## src/rtl/hspr_pkg.sv

```systemverilog
`timescale 1ns / 1ps
// Shared types and fixed widths for the single-pattern Hopfield recall block.
// Used by hspr_ctrl, hspr_dp, hopfield_single_pattern_recall and the sim files; no dependencies.
package hspr_pkg;

    localparam int VEC_W       = 64;  // recalled bit vector
    localparam int VEC_IDX_W   = 6;   // bit position in the recalled vector
    localparam int LEN_W       = 7;   // vector length field
    localparam int IN_TDATA_W  = 8;   // stored_value, probe_value, padded to a byte
    localparam int OUT_TDATA_W = 72;  // recalled_bits, vector_length, recognized

    // Controller to datapath commands
    typedef struct packed {
        logic load;     // input beat accepted
        logic start;    // last beat accepted: begin the recall sweep
        logic rd;       // read the stores at the sweep index
        logic publish;  // move the finished vector into the output register
    } t_cmd;

    // Datapath to controller status
    typedef struct packed {
        logic rd_last;   // sweep index is at the last loaded element
        logic out_busy;  // output register holds a beat that is not taken this cycle
    } t_stat;

endpackage

```

## src/rtl/hspr_ctrl.sv

```systemverilog
`timescale 1ns / 1ps
// Controller for the Hopfield recall block: load, sweep, drain and publish phases.
// Depends on hspr_pkg for the command and status structs.
module hspr_ctrl
    import hspr_pkg::*;
(
    input  logic  i_clk,
    input  logic  i_rst_n,
    input  logic  i_in_valid,
    input  logic  i_in_last,
    output logic  o_in_ready,
    input  t_stat i_stat,
    output t_cmd  o_cmd
);

    typedef enum logic [3:0] {
        S_LOAD  = 4'b0001,
        S_SWEEP = 4'b0010,
        S_DRAIN = 4'b0100,
        S_PUB   = 4'b1000
    } t_state;

    t_state r_state;
    t_state n_state;

    assign o_in_ready    = (r_state == S_LOAD);
    assign o_cmd.load    = o_in_ready & i_in_valid;
    assign o_cmd.start   = o_in_ready & i_in_valid & i_in_last;
    assign o_cmd.rd      = (r_state == S_SWEEP);
    assign o_cmd.publish = (r_state == S_PUB) & ~i_stat.out_busy;

    always_comb begin
        n_state = r_state;
        case (r_state)
            S_LOAD: begin
                if (o_cmd.start) begin
                    n_state = S_SWEEP;
                end
            end
            S_SWEEP: begin
                if (i_stat.rd_last) begin
                    n_state = S_DRAIN;
                end
            end
            S_DRAIN: begin
                n_state = S_PUB;
            end
            S_PUB: begin
                // hold until the output register can take the result
                if (!i_stat.out_busy) begin
                    n_state = S_LOAD;
                end
            end
            default: begin
                n_state = S_LOAD;
            end
        endcase
    end

    always_ff @(posedge i_clk) begin
        if (!i_rst_n) begin
            r_state <= S_LOAD;
        end else begin
            r_state <= n_state;
        end
    end

endmodule

```

## src/rtl/hspr_dp.sv

```systemverilog
`timescale 1ns / 1ps
// Datapath for the Hopfield recall block: pattern and probe stores, running dot
// product, recalled and target vectors, output register. Depends on hspr_pkg.
module hspr_dp
    import hspr_pkg::*;
#(
    parameter int MAX_ELEMENTS = 64
) (
    input  logic              i_clk,
    input  logic              i_rst_n,
    input  t_cmd              i_cmd,
    input  logic signed [1:0] i_stored_value,
    input  logic signed [1:0] i_probe_value,
    output t_stat             o_stat,
    output logic              o_out_valid,
    input  logic              i_out_ready,
    output logic [VEC_W-1:0]  o_recalled_bits,
    output logic [LEN_W-1:0]  o_vector_length,
    output logic              o_recognized
);

    localparam int IDX_W = $clog2(MAX_ELEMENTS);
    localparam int CNT_W = $clog2(MAX_ELEMENTS + 1);
    localparam int DOT_W = 9;   // |sum y_j*s_j| <= 2*64
    localparam int ACC_W = 13;  // s_i * (dot - self) + probe_i

    logic signed [1:0] mem_s [MAX_ELEMENTS];
    logic              mem_p [MAX_ELEMENTS];

    logic [CNT_W-1:0]        r_count;
    logic [IDX_W-1:0]        r_rd_idx;
    logic [IDX_W-1:0]        r_cmp_idx;
    logic                    r_cmp_vld;
    logic signed [1:0]       r_s_rd;
    logic                    r_p_rd;
    logic signed [DOT_W-1:0] r_dot;
    logic [VEC_W-1:0]        r_bits;
    logic [VEC_W-1:0]        r_target;
    logic                    r_out_vld;
    logic [VEC_W-1:0]        r_out_bits;
    logic [LEN_W-1:0]        r_out_len;
    logic                    r_out_rec;

    logic                    w_p_bin;
    logic                    w_s_pos;
    logic                    w_has_room;
    logic                    w_wr;
    logic [IDX_W-1:0]        w_wr_idx;
    logic signed [DOT_W-1:0] w_load_term;
    logic signed [DOT_W-1:0] w_self;
    logic signed [DOT_W:0]   w_rest;
    logic signed [ACC_W-1:0] w_prod;
    logic signed [ACC_W-1:0] w_acc;
    logic                    w_y;
    logic signed [DOT_W-1:0] w_dot_step;

    assign w_p_bin     = ~i_probe_value[1] & i_probe_value[0];
    assign w_s_pos     = ~i_stored_value[1] & i_stored_value[0];
    assign w_has_room  = (r_count < CNT_W'(MAX_ELEMENTS));
    assign w_wr        = i_cmd.load & w_has_room;
    assign w_wr_idx    = r_count[IDX_W-1:0];
    assign w_load_term = w_p_bin ? DOT_W'(i_stored_value) : '0;

    // y_i still holds its probe value here, so drop its own term from the dot product
    assign w_self = r_p_rd ? DOT_W'(r_s_rd) : '0;
    assign w_rest = (DOT_W + 1)'(r_dot) - (DOT_W + 1)'(w_self);
    assign w_prod = ACC_W'(r_s_rd) * ACC_W'(w_rest);
    assign w_acc  = w_prod + ACC_W'($signed({1'b0, r_p_rd}));
    assign w_y    = ~w_acc[ACC_W-1] & (w_acc != '0);

    always_comb begin
        w_dot_step = '0;
        if (w_y && !r_p_rd) begin
            w_dot_step = DOT_W'(r_s_rd);
        end else if (!w_y && r_p_rd) begin
            w_dot_step = -DOT_W'(r_s_rd);
        end
    end

    assign o_stat.rd_last  = ({1'b0, r_rd_idx} == (IDX_W + 1)'(r_count - CNT_W'(1)));
    assign o_stat.out_busy = r_out_vld & ~i_out_ready;

    assign o_out_valid     = r_out_vld;
    assign o_recalled_bits = r_out_bits;
    assign o_vector_length = r_out_len;
    assign o_recognized    = r_out_rec;

    // Stores: one write port while loading, one registered read port while sweeping
    always_ff @(posedge i_clk) begin
        if (w_wr) begin
            mem_s[w_wr_idx] <= i_stored_value;
            mem_p[w_wr_idx] <= w_p_bin;
        end
        if (i_cmd.rd) begin
            r_s_rd    <= mem_s[r_rd_idx];
            r_p_rd    <= mem_p[r_rd_idx];
            r_cmp_idx <= r_rd_idx;
        end
    end

    always_ff @(posedge i_clk) begin
        if (w_wr) begin
            if (r_count == '0) begin
                // first beat of a vector: restart dot product and target
                r_dot    <= w_load_term;
                r_target <= VEC_W'(w_s_pos);
            end else begin
                r_dot                             <= r_dot + w_load_term;
                r_target[VEC_IDX_W'(w_wr_idx)] <= w_s_pos;
            end
        end
        if (i_cmd.start) begin
            r_bits <= '0;
        end
        if (r_cmp_vld) begin
            r_dot                           <= r_dot + w_dot_step;
            r_bits[VEC_IDX_W'(r_cmp_idx)] <= w_y;
        end
        if (i_cmd.publish) begin
            r_out_bits <= r_bits;
            r_out_len  <= LEN_W'(r_count);
            r_out_rec  <= (r_bits == r_target);
        end
    end

    always_ff @(posedge i_clk) begin
        if (!i_rst_n) begin
            r_count   <= '0;
            r_rd_idx  <= '0;
            r_cmp_vld <= 1'b0;
            r_out_vld <= 1'b0;
        end else begin
            if (i_cmd.publish) begin
                r_count <= '0;
            end else if (w_wr) begin
                r_count <= r_count + CNT_W'(1);
            end
            if (i_cmd.start) begin
                r_rd_idx <= '0;
            end else if (i_cmd.rd) begin
                r_rd_idx <= r_rd_idx + IDX_W'(1);
            end
            r_cmp_vld <= i_cmd.rd;
            if (i_cmd.publish) begin
                r_out_vld <= 1'b1;
            end else if (i_out_ready) begin
                r_out_vld <= 1'b0;
            end
        end
    end

    a_rd_in_range: assert property (@(posedge i_clk) disable iff (!i_rst_n)
        i_cmd.rd |-> (CNT_W'(r_rd_idx) < r_count))
        else $error("sweep read beyond loaded elements");

    a_pub_after_drain: assert property (@(posedge i_clk) disable iff (!i_rst_n)
        i_cmd.publish |-> !r_cmp_vld && !i_cmd.rd)
        else $error("publish while an update is still in flight");

    a_no_load_in_sweep: assert property (@(posedge i_clk) disable iff (!i_rst_n)
        i_cmd.load |-> !r_cmp_vld && !i_cmd.rd)
        else $error("input beat taken during the recall sweep");

    a_count_bound: assert property (@(posedge i_clk) disable iff (!i_rst_n)
        r_count <= CNT_W'(MAX_ELEMENTS))
        else $error("element count above capacity");

endmodule

```

## src/rtl/hopfield_single_pattern_recall.sv

```systemverilog
`timescale 1ns / 1ps
// The result beat is registered: after the last input beat the controller steps through
// sweep, drain and publish, waiting in publish while an untaken beat is held. One input
// beat per cycle while loading; the recall sweep then stalls the input and runs one
// element per cycle through the single store read port into the running dot product.
// Reset (i_rst_n, synchronous, active low) empties the vector and the output register.
module hopfield_single_pattern_recall
    import hspr_pkg::*;
#(
    parameter int MAX_ELEMENTS = 64
) (
    input  logic                   i_clk,
    input  logic                   i_rst_n,
    input  logic                   s_axis_tvalid,
    output logic                   s_axis_tready,
    input  logic [IN_TDATA_W-1:0]  s_axis_tdata,   // [1:0] stored_value, [3:2] probe_value
    input  logic                   s_axis_tlast,   // last_element
    output logic                   m_axis_tvalid,
    input  logic                   m_axis_tready,
    output logic [OUT_TDATA_W-1:0] m_axis_tdata    // [63:0] recalled_bits,
                                                   // [70:64] vector_length, [71] recognized
);

    t_cmd             w_cmd;
    t_stat            w_stat;
    logic [VEC_W-1:0] w_bits;
    logic [LEN_W-1:0] w_len;
    logic             w_rec;

    hspr_ctrl u_ctrl (
        .i_clk      (i_clk),
        .i_rst_n    (i_rst_n),
        .i_in_valid (s_axis_tvalid),
        .i_in_last  (s_axis_tlast),
        .o_in_ready (s_axis_tready),
        .i_stat     (w_stat),
        .o_cmd      (w_cmd)
    );

    hspr_dp #(
        .MAX_ELEMENTS (MAX_ELEMENTS)
    ) u_dp (
        .i_clk           (i_clk),
        .i_rst_n         (i_rst_n),
        .i_cmd           (w_cmd),
        .i_stored_value  ($signed(s_axis_tdata[1:0])),
        .i_probe_value   ($signed(s_axis_tdata[3:2])),
        .o_stat          (w_stat),
        .o_out_valid     (m_axis_tvalid),
        .i_out_ready     (m_axis_tready),
        .o_recalled_bits (w_bits),
        .o_vector_length (w_len),
        .o_recognized    (w_rec)
    );

    assign m_axis_tdata = {w_rec, w_len, w_bits};

endmodule

```

## config.mk

```make
export PLATFORM = sky130hd
export DESIGN_NAME = hopfield_single_pattern_recall
export DESIGN_NICKNAME = d
export VERILOG_FILES = /design/src/rtl/hspr_pkg.sv /design/src/rtl/hspr_ctrl.sv /design/src/rtl/hspr_dp.sv /design/src/rtl/hopfield_single_pattern_recall.sv
export SDC_FILE = /design/constraint.sdc
export NUM_CORES = 1
export LEC_CHECK = 0
export ABC_AREA = 1
export BUFFER_PORTS_ARGS = -buffer_cell sky130_fd_sc_hd__buf_2
export CAP_MARGIN = 0
export CORE_ASPECT_RATIO = 1.2
export CORE_MARGIN = 2
export CORE_UTILIZATION = 30
export CTS_BUF_LIST = sky130_fd_sc_hd__clkbuf_8
export DETAILED_ROUTE_END_ITERATION = 10
export PLACE_DENSITY_LB_ADDON = 0.08
export SETUP_SLACK_MARGIN = 0.15
export SYNTH_ARGS = -nofsm -noshare
export SYNTH_HDL_FRONTEND = slang
export SYNTH_SLANG_ARGS = --single-unit
```

## constraint.sdc

```tcl
create_clock -name i_clk -period 5.15 [get_ports i_clk]
set_clock_uncertainty 0.1 [all_clocks]
set_input_delay 1.03 -clock i_clk [delete_from_list [all_inputs] [get_ports i_clk]]
set_output_delay 1.03 -clock i_clk [all_outputs]
set_load 0.03 [all_outputs]
```

==> qor.txt, run 1 <==
Share of layout cells above drive strength 1 - 0.1909
CP required - 5450 ps
Final wirelength - 61990 um
Crit path kind - reg -> reg
Yosys reg bits - 429
Synth Area in Adders - 0.03508
Synth Area in XOR/XNOR - 0.02806
Period utilisation layout - 1.116
Syn avg cell area - 9.987 um^2
Detail Route Antenna Nets - 0
Failing checks - setup timing
Cts bufs inserted - 73
Worst setup margin - -599.4 ps
CP max stage delay - 390 ps
Setup crit end kind - flip-flop
Largest cells by area after synthesis - edfxtp_1, dfxtp_1, o21ai_0, nor2_1, nand2_1
Maximum VDD drop - 0.0002460 V
Leading area contributor after synthesis - edfxtp_1
Die area - 0.06867 mm^2
TritonRoute pass-1 iters - 7
Post-synth top flop - edfxtp_1
Post-Syn Nets - 2066
Max_cap viols - 0
Largest family of logic cells by synthesized area - simple AND/OR/NAND/NOR gates
Area fraction in compound gates after synthesis - 0.1181
Die H - 286.7 um
Top cells by count, synth - edfxtp_1, nor2_1, nand2_1, o21ai_0, inv_1
RSZ-0062 raised after global routing - true
Most used cell, CP - nand2_2
Critical path launch point - u_dp.r_p_rd$_DFFE_PP_
Min Clock Period, post-route - 5749 ps
Most common cell in the synthesized netlist - edfxtp_1
Fillers - 6663
DIE WIDTH - 239.6 um
Nets - 2244
Initial core utilization - 0.3033
Setup crit start kind - flip-flop
Power, Total - 11.46 mW
Hold slack - 379.2 ps
Clock transition at path regs - 70 ps
Gate Count Post-Synth - 2000
Initial drt markers - 1098
Pwr/cell area - 477.0 mW/mm^2
Clock Latency Late Sink - 650 ps
Gr usage total - 0.1794
First-pass GRT wire length - 92890 um
Crit path arrival time - 6050 ps
Clock root buffer master - clkbuf_8
IO Count - 87
Core region area - 0.06585 mm^2
Crit path max fanout - 6
Synth cell types - 47
Endpoints failing setup - 6
Hold path startpoint - u_dp.r_bits[61]$_DFF_P_
H-Tree Depth - 3
Hold WC Path Type - reg -> reg
CTS tree - yes
Seq/Total Area, Yosys - 0.6034
Wire length per cell - 19.83 um
Synth warnings - 0
Number of port buffers - 82
Synth top area share - 0.5202
Placement Rows - 103
Buf/Inv on CP - 3
Hold Fails Final Rpt - 0
Leakage - 8.580 nW
Remaining Overflow, GRT - 0
Post-synth EDFFs - 346
Final slew viol count - 0
Vias in the first global route - 15243
Simple-Gate Fraction of Synth Area - 0.1657
Relative slew slack - 0.2315
Async SR Flop Fraction - 0
Dpl hpwl - 41170 um
Routed vias - 15281
CP max-delay cell - edfxtp_1
Max Buffers Root-to-Sink - 3
Syn Std Cell Area - 0.01997 mm^2
Largest net degree at the start of global routing - 101
Worst reg2reg path startpoint - u_dp.r_p_rd$_DFFE_PP_
Initial antenna violation count - 1
Max Clock Freq - 173.9 MHz
Sink Count - 429
DR vias/cell - 4.888
Layout Area Growth over Synthesis - 20.24%
Worst Max-Slew Pin Slew - 1144 ps
Cell family with most CP delay - simple AND/OR/NAND/NOR gates
Mux share of post-synthesis cell area - 0
Final GP Congestion - 0.8314
Worst R2R Setup Slack - -600 ps
Status - finished, violations left
# DRC - 0
[sequential cells by signal, indices dropped and copies added (netlist names), 7 cells and up]
register              flops
u_dp.mem_s              128
u_dp.mem_p               64
u_dp.o_recalled_bits     64
u_dp.r_bits              64
u_dp.r_target            64
u_dp.r_dot                9
u_dp.o_vector_length      7
u_dp.r_count              7
[worst reg2reg max path, delay by kind of cell (launching register included)]
kind                       cells  cell delay [ps]
and+or+nand+nor               23             1950
AOI/OAI and AO/OA              6              740
buffers and inverters          3              330
DFF                            1              390
xor gates and xnor gates       2              430
adders and majority gates      5             1570
[metal layers]
metal	vias to the layer above	track usage	wire length, um
met5	-	0	0
met4	0	0.05938	1491
met2	339	0.3082	30620
met1	7438	0.2318	27730
met3	95	0.02491	2146
li1	7409	-	-
[repair_timing]
action                                  CTS  global route
cloned                                    0             0
buffers inserted                         18             4
endpoints found under the setup margin    8            49
pin swaps                                40            70
hold buffers                              0             0
endpoints found under the hold margin     0             0
gates resized for setup                  54            40
[final timing paths]
kind	to	cells past startpoint
setup / recovery	u_dp.r_dot[8]$_DFFE_PP_	39
setup reg to reg	u_dp.r_dot[8]$_DFFE_PP_	39
hold / removal	u_dp.o_recalled_bits[61]$_DFFE_PP_	0
hold reg to reg	u_dp.o_recalled_bits[61]$_DFFE_PP_	0
[cells in the final DEF (no fill, tap or decap), types with 13 or more instances in the layout]
cell type,netlist,final
a21oi_1,101,87
a21oi_2,1,14
buf_2,8,82
buf_4,1,102
clkbuf_8,0,79
dfxtp_1,83,82
edfxtp_1,346,346
ha_1,48,32
ha_4,0,15
inv_1,158,162
inv_2,7,20
nand2_1,253,238
nand2_2,3,15
nand3_1,110,103
nand4_1,34,34
nor2_1,256,247
nor3_1,81,76
o21ai_0,245,238
o221ai_1,20,20
o22ai_1,29,29
or2_2,13,13
xnor2_1,48,48
[power breakdown]
group | internal (mW) | switching [mW]
sequential | 4.19 | 0.234
clock | 1.69 | 1.48
combinational | 1.49 | 2.37
total | 7.37 | 4.09
[metrics by stage]
| step | setup slack, ps | instances | area [um^2] | utilization | TNS [ps] |
|---|---|---|---|---|---|
| 3_5_place_dp | -710.8 | 2973 | 21930 | 0.3330 | -2786 |
| 4_1_cts | -593.1 | 3119 | 23800 | 0.3614 | -2855 |
| 2_1_floorplan | -287.6 | 2000 | 20060 | - | -690.9 |
| 6_report | -599.4 | 3126 | 24020 | 0.3647 | -2716 |
| 3_3_place_gp | -669.6 | 2973 | 21930 | 0.3330 | -2673 |
| 5_1_grt | -1018 | 3126 | 24020 | 0.3647 | -5687 |
[cell families after synthesis]
| family | Yosys count |
|---|---|
| buffers and inverters | 258 |
| adders and majority gates | 53 |
| AOI/OAI and AO/OA | 429 |
| xor gates and xnor gates | 64 |
| and+or+nand+nor | 767 |
| DFF | 429 |
[layout make-up]
class	instances	area, um^2	share of cell area
repair buffers	192	1266	0.05272
clock inverters	49	386.6	0.01610
diodes	3	7.507	0.0003126
inverters	169	636.9	0.02652
multi-input cells	1313	7463	0.3108
flip-flops and latches	429	12050	0.5018
well taps	892	1116	0.04647
clock buffers	79	1087	0.04527
Note: power is estimated with default switching activity, not from simulation.
==> run 2, diff against run 1 <==
Settings changed: CORE_MARGIN 2 to 1.5.
==> run 2 against run 1 <==
Sequential share of layout area grew 0.52 points. Clock power fell by 5%. Critical path type unchanged. Register-to-register slack worse by 20 ps. Routed wire length is 1.3% lower. First-iteration DRC count decreased by 18%. Highest routed layer unchanged. The run still ends with setup timing left. Global-route usage fell by 0.13 points. Critical endpoint unchanged. Cell count hardly changed. Worst setup slack got worse by 15 ps.
==> qor.txt, run 2 (synthesized netlist as in run 1, its figures left out) <==
Sink Count - 429
CP max-delay cell - fa_2
Maximum VDD drop - 0.0002254 V
Worst reg2reg path startpoint - u_dp.r_p_rd$_DFFE_PP_
IO Count - 87
Leakage - 8.549 nW
Hold WC Path Type - reg -> reg
Logic pwr share - 0.339
Number of port buffers - 82
Crit path arrival time - 6070 ps
Metal2 WL - 29880 um
H-Tree Depth - 3
Worst Hold Path EP - u_dp.o_recalled_bits[48]$_DFFE_PP_
Hold Fails Final Rpt - 0
CTS tree - yes
Die H - 285.7 um
Die area - 0.06814 mm^2
Largest reg by FF count - u_dp.mem_s
CP required - 5450 ps
Min Clock Period, post-route - 5765 ps
Nets - 2240
Initial core utilization - 0.3033
DIE WIDTH - 238.6 um
Power, Total - 11.22 mW
Relative slew slack - 0.2320
Most used cell, CP - nand2_1
Worst setup margin - -614.9 ps
Vias in the first global route - 15058
Final slew viol count - 0
Leading cell type in the layout, fill and taps excluded - edfxtp_1
# DRC - 0
Failing checks - setup timing
R2r endpoint - u_dp.r_dot[8]$_DFFE_PP_
Max Buffers Root-to-Sink - 3
Setup TNS - -2549 ps
First-pass GRT wire length - 91660 um
Register share of total power - 0.394
Placement Rows - 103
Cts bufs inserted - 74
Clock root buffer master - clkbuf_8
Worst r2r path cells - 40
Most frequent cells in the layout - edfxtp_1, nor2_1, nand2_1, o21ai_0, inv_1
Clock share of power - 0.267
Share of layout cells above drive strength 1 - 0.1783
Critical path launch point - u_dp.r_p_rd$_DFFE_PP_
Sw Pwr - 4.038 mW
Remaining Overflow, GRT - 0
Int Power - 7.184 mW
Buf/Inv on CP - 6
Dpl hpwl - 40530 um
RSZ-0062 raised after global routing - true
Wire length per cell - 19.58 um
Hold path startpoint - u_dp.r_bits[48]$_DFF_P_
TritonRoute pass-1 iters - 5
Clock Latency Late Sink - 650 ps
DR vias/cell - 4.829
Setup crit end kind - flip-flop
Period utilisation layout - 1.119
Placed Instances - 2971
Pwr/cell area - 472.1 mW/mm^2
Crit path max fanout - 4
Gr usage total - 0.1781
Initial antenna violation count - 4
Crit path kind - reg -> reg
Cell family with most CP delay - adder cells
Clock transition at path regs - 60 ps
Final wirelength - 61180 um
Worst Max-Slew Pin Slew - 1151 ps
Status - finished, violations left
Wire length on met1 - 27550 um
Core region area - 0.06585 mm^2
Metal3 WL - 2211 um
Layout Area Growth over Synthesis - 19.02%
Hold depth - 0
Sw Share - 0.3598
Initial drt markers - 902
Largest net degree at the start of global routing - 101
CP max stage delay - 550 ps
Top Metal Used - met4
Max reg flops - 128
Detail Route Antenna Nets - 0
Final non-filler cell total - 3125
Final GP Congestion - 0.7846
Max Clock Freq - 173.5 MHz
Routed vias - 15090
Setup crit start kind - flip-flop
Endpoints failing setup - 6
Max_cap viols - 0
Worst R2R Setup Slack - -610 ps
-- run 2: cell count changes in the layout (fill, tap and decap cells not counted), moves of 4 or more --
cell | before | now
clkinv_1 | 12 | 19
ha_1 | 32 | 37
ha_4 | 15 | 7
inv_1 | 162 | 171
inv_2 | 20 | 14
nand2_1 | 238 | 243
nand2_2 | 15 | 7
nand2_4 | 3 | 7
-- run 2: worst max-delay path by stage --
stage | cells after the start | slack (ps) | endpoint
after floorplan | 41 | -290 | u_dp.r_dot[8]$_DFFE_PP_
after global placement | 38 | -650 | u_dp.r_dot[8]$_DFFE_PP_
after detailed placement | 40 | -710 | u_dp.r_dot[7]$_DFFE_PP_
after CTS | 42 | -660 | u_dp.r_dot[7]$_DFFE_PP_
after global routing | 41 | -1060 | u_dp.r_dot[8]$_DFFE_PP_
final | 40 | -610 | u_dp.r_dot[8]$_DFFE_PP_
-- run 2: repair_timing --
action,CTS,global route
setup buffers,11,8
pin swaps,18,28
setup endpoints to repair,8,67
endpoints found under the hold margin,0,0
cloned,0,0
gates resized for setup,24,47
hold buffers,0,0
-- run 2: final cells by class --
class                   instances  area (um^2)
fillers                      6701        42080
flip-flops and latches        429        12050
multi-input cells            1313         7330
repair buffers                187         1230
well taps                     892         1116
clock buffers                  81         1115
inverters                     169        636.9
clock inverters                53        290.3
diodes                          1        2.502
-- run 2: routing by layer --
metal  up-vias  track usage
li1       7419            -
met1      7271       0.2284
met2       307       0.3066
met3        93      0.02480
met4         0      0.06171
met5         -            0
-- run 2: power groups by stage --
stage	logic (mW)	registers, mW	clock network (mW)
after floorplan	2.19	4.49	0
after global placement	3.41	4.48	0
after detailed placement	3.42	4.49	0
after CTS	3.60	4.42	3.11
after global routing	4.24	4.45	3.25
final	3.80	4.42	3.00
-- run 2: metrics by stage --
step	setup slack [ps]	hold WS, ps	area [um^2]	util
global route	-1059	381.5	23770	0.3610
floorplan	-287.6	302.9	20060	-
detailed placement	-706.5	356.8	21930	0.3329
global placement	-648.5	357.2	21930	0.3329
finish	-614.9	366.8	23770	0.3610
CTS	-660.6	370.6	23520	0.3571
==> run 3, diff against run 2 <==
Clock period 5.15 ns to 6.2 ns, I/O delays scaled along.
==> run 3 against run 2 <==
The run ends with DRC left. Global-route usage about the same. Sequential power shrank 17%. Combinational power fell by 25%. Non-clock buffer count down 60. Total power decreased by 17%. Largest power group unchanged. Critical path type unchanged. Critical path depth unchanged.
==> qor.txt, run 3 (synthesized netlist as in run 1, its figures left out) <==
Status - finished, violations left
Failing checks - DRC
Routed vias - 14964
First-pass GRT wire length - 91510 um
Sw Share - 0.3543
Placement Rows - 103
Final wirelength - 61040 um
Hold Fails Final Rpt - 0
Wire length per cell - 19.86 um
Leading cell type in the layout, fill and taps excluded - edfxtp_1
Sw Pwr - 3.299 mW
Nets - 2181
Multi-input logic area - 0.007301 mm^2
CP max stage delay - 430 ps
R2r endpoint - u_dp.r_dot[8]$_DFFE_PP_
Vias in the first global route - 14797
Initial drt markers - 988
Worst r2r path cells - 40
Crit path max fanout - 6
CP max-delay cell - edfxtp_1
Clock transition at path regs - 60 ps
Worst reg2reg path startpoint - u_dp.r_p_rd$_DFFE_PP_
Max reg flops - 128
Final GP Congestion - 0.7866
Design Area, Final - 0.02348 mm^2
Core region area - 0.06585 mm^2
Crit path arrival time - 6070 ps
Most used cell, CP - nand2_1
Gr usage total - 0.1778
Die H - 285.7 um
RSZ-0062 raised after global routing - true
Initial antenna violation count - 4
Clock Latency Late Sink - 670 ps
Worst R2R Setup Slack - 440 ps
TritonRoute pass-1 iters - 10
Layout Area Growth over Synthesis - 17.53%
CP required - 6500 ps
Register area - 0.01205 mm^2
Max_cap viols - 0
Number of port buffers - 82
Worst Max-Slew Pin Slew - 1148 ps
Setup crit end - u_dp.r_dot[8]$_DFFE_PP_
Period utilisation layout - 0.9295
Largest net degree at the start of global routing - 100
Relative slew slack - 0.2289
# DRC - 2
Clock root buffer master - clkbuf_8
Clock share of power - 0.299
Dpl ws - 73.24 ps
Setup crit end kind - flip-flop
CTS tree - yes
Maximum VDD drop - 0.0002838 V
Largest reg by FF count - u_dp.mem_s
Sink Count - 429
DR vias/cell - 4.870
IO Count - 87
Most frequent cells in the layout - edfxtp_1, nor2_1, nand2_1, o21ai_0, inv_1
Remaining Overflow, GRT - 0
Share of layout cells above drive strength 1 - 0.1599
Max Clock Freq - 173.5 MHz
Die area - 0.06814 mm^2
Register share of total power - 0.396
Dpl hpwl - 39810 um
Cts bufs inserted - 75
Min Clock Period, post-route - 5763 ps
Int Power - 6.013 mW
Final slew viol count - 0
Pwr/cell area - 396.7 mW/mm^2
Initial core utilization - 0.3033
Fillers - 6662
Detail Route Antenna Nets - 0
Worst setup margin - 437.4 ps
Hold WC Path Type - reg -> reg
DIE WIDTH - 238.6 um
Leakage - 8.349 nW
Placed instance area - 0.02146 mm^2
Crit path kind - reg -> reg
H-Tree Depth - 3
Logic pwr share - 0.305
Critical path launch point - u_dp.r_p_rd$_DFFE_PP_
Max Buffers Root-to-Sink - 3
# hold bufs at CTS - 0
Endpoints failing setup - 0
Setup crit start kind - flip-flop
run 3: cell types whose count changed in the layout (fill, tap and decap cells not counted), moves of 5 or more:
cell / delta
o21ai_0: +5
nor2_1: +6
buf_6: -5
clkbuf_8: +6
buf_4: -54
clkinv_1: -10
nor2_2: -5
run 3: worst max-delay path: cells and delay by family, from the launching register on:
kind / cells / cell delay [ps]
compound gates: 4 / 520
simple gates: 23 / 1830
buf+inv: 6 / 540
flops: 1 / 430
fa+ha+maj: 5 / 1590
xor+xnor: 2 / 480
run 3: repair_timing:
action | CTS | global route
resized for setup | 13 | 62
setup buffers | 0 | 9
pin swaps | 7 | 43
setup endpoints to repair | 1 | 4
run 3: metrics by stage:
| step | utilization | TNS (ps) | instances | hold WS (ps) | total power [mW] |
|---|---|---|---|---|---|
| detailed placement | 0.3259 | 0 | 2921 | 370.5 | 6.268 |
| global route | 0.3564 | -102.5 | 3072 | 394.7 | 9.889 |
| floorplan | - | 0 | 2000 | 302.9 | 5.477 |
| global placement | 0.3259 | 0 | 2921 | 358.2 | 6.248 |
| CTS | 0.3510 | 0 | 3059 | 385.7 | 9.138 |
| finish | 0.3565 | 0 | 3073 | 382.6 | 9.312 |
run 3: area by class of cell:
cell class / count / area share
Antenna cell: 5 / 0.0005330
Clock buffer: 87 / 0.05100
Clock inverter: 51 / 0.01743
Inverter: 169 / 0.02723
Multi-Input combinational cell: 1313 / 0.3110
Sequential cell: 429 / 0.5134
Tap cell: 892 / 0.04754
Timing Repair Buffer: 127 / 0.03187
run 3: how the worst min path moves through the flow:
stage / to / depth (start not counted) / from
6_report: u_dp.o_recalled_bits[59]$_DFFE_PP_ / 0 / u_dp.r_bits[59]$_DFF_P_
2_1_floorplan: u_dp.o_vector_length[2]$_DFFE_PP_ / 0 / u_dp.r_count[2]$_SDFFE_PP0P_
5_1_grt: u_dp.o_recalled_bits[59]$_DFFE_PP_ / 0 / u_dp.r_bits[59]$_DFF_P_
4_1_cts: u_dp.o_recalled_bits[61]$_DFFE_PP_ / 0 / u_dp.r_bits[61]$_DFF_P_
3_3_place_gp: u_dp.o_recalled_bits[59]$_DFFE_PP_ / 0 / u_dp.r_bits[59]$_DFF_P_
3_5_place_dp: u_dp.o_recalled_bits[37]$_DFFE_PP_ / 0 / u_dp.r_bits[37]$_DFF_P_
run 3: power groups by stage:
stage | Combinational, mW | Sequential, mW | Clock, mW
CTS | 2.59 | 3.68 | 2.87
finish | 2.84 | 3.69 | 2.78
floorplan | 1.75 | 3.73 | 0
global placement | 2.52 | 3.73 | 0
detailed placement | 2.53 | 3.74 | 0
global route | 3.18 | 3.72 | 2.99
run 3: metal layers:
layer / vias to the layer above / wire length (um) / GRT usage
met2: 339 / 29610 / 0.2997
met1: 7231 / 27510 / 0.2330
met5: - / 0 / 0
li1: 7302 / - / -
met3: 92 / 2396 / 0.02634
met4: 0 / 1526 / 0.06044
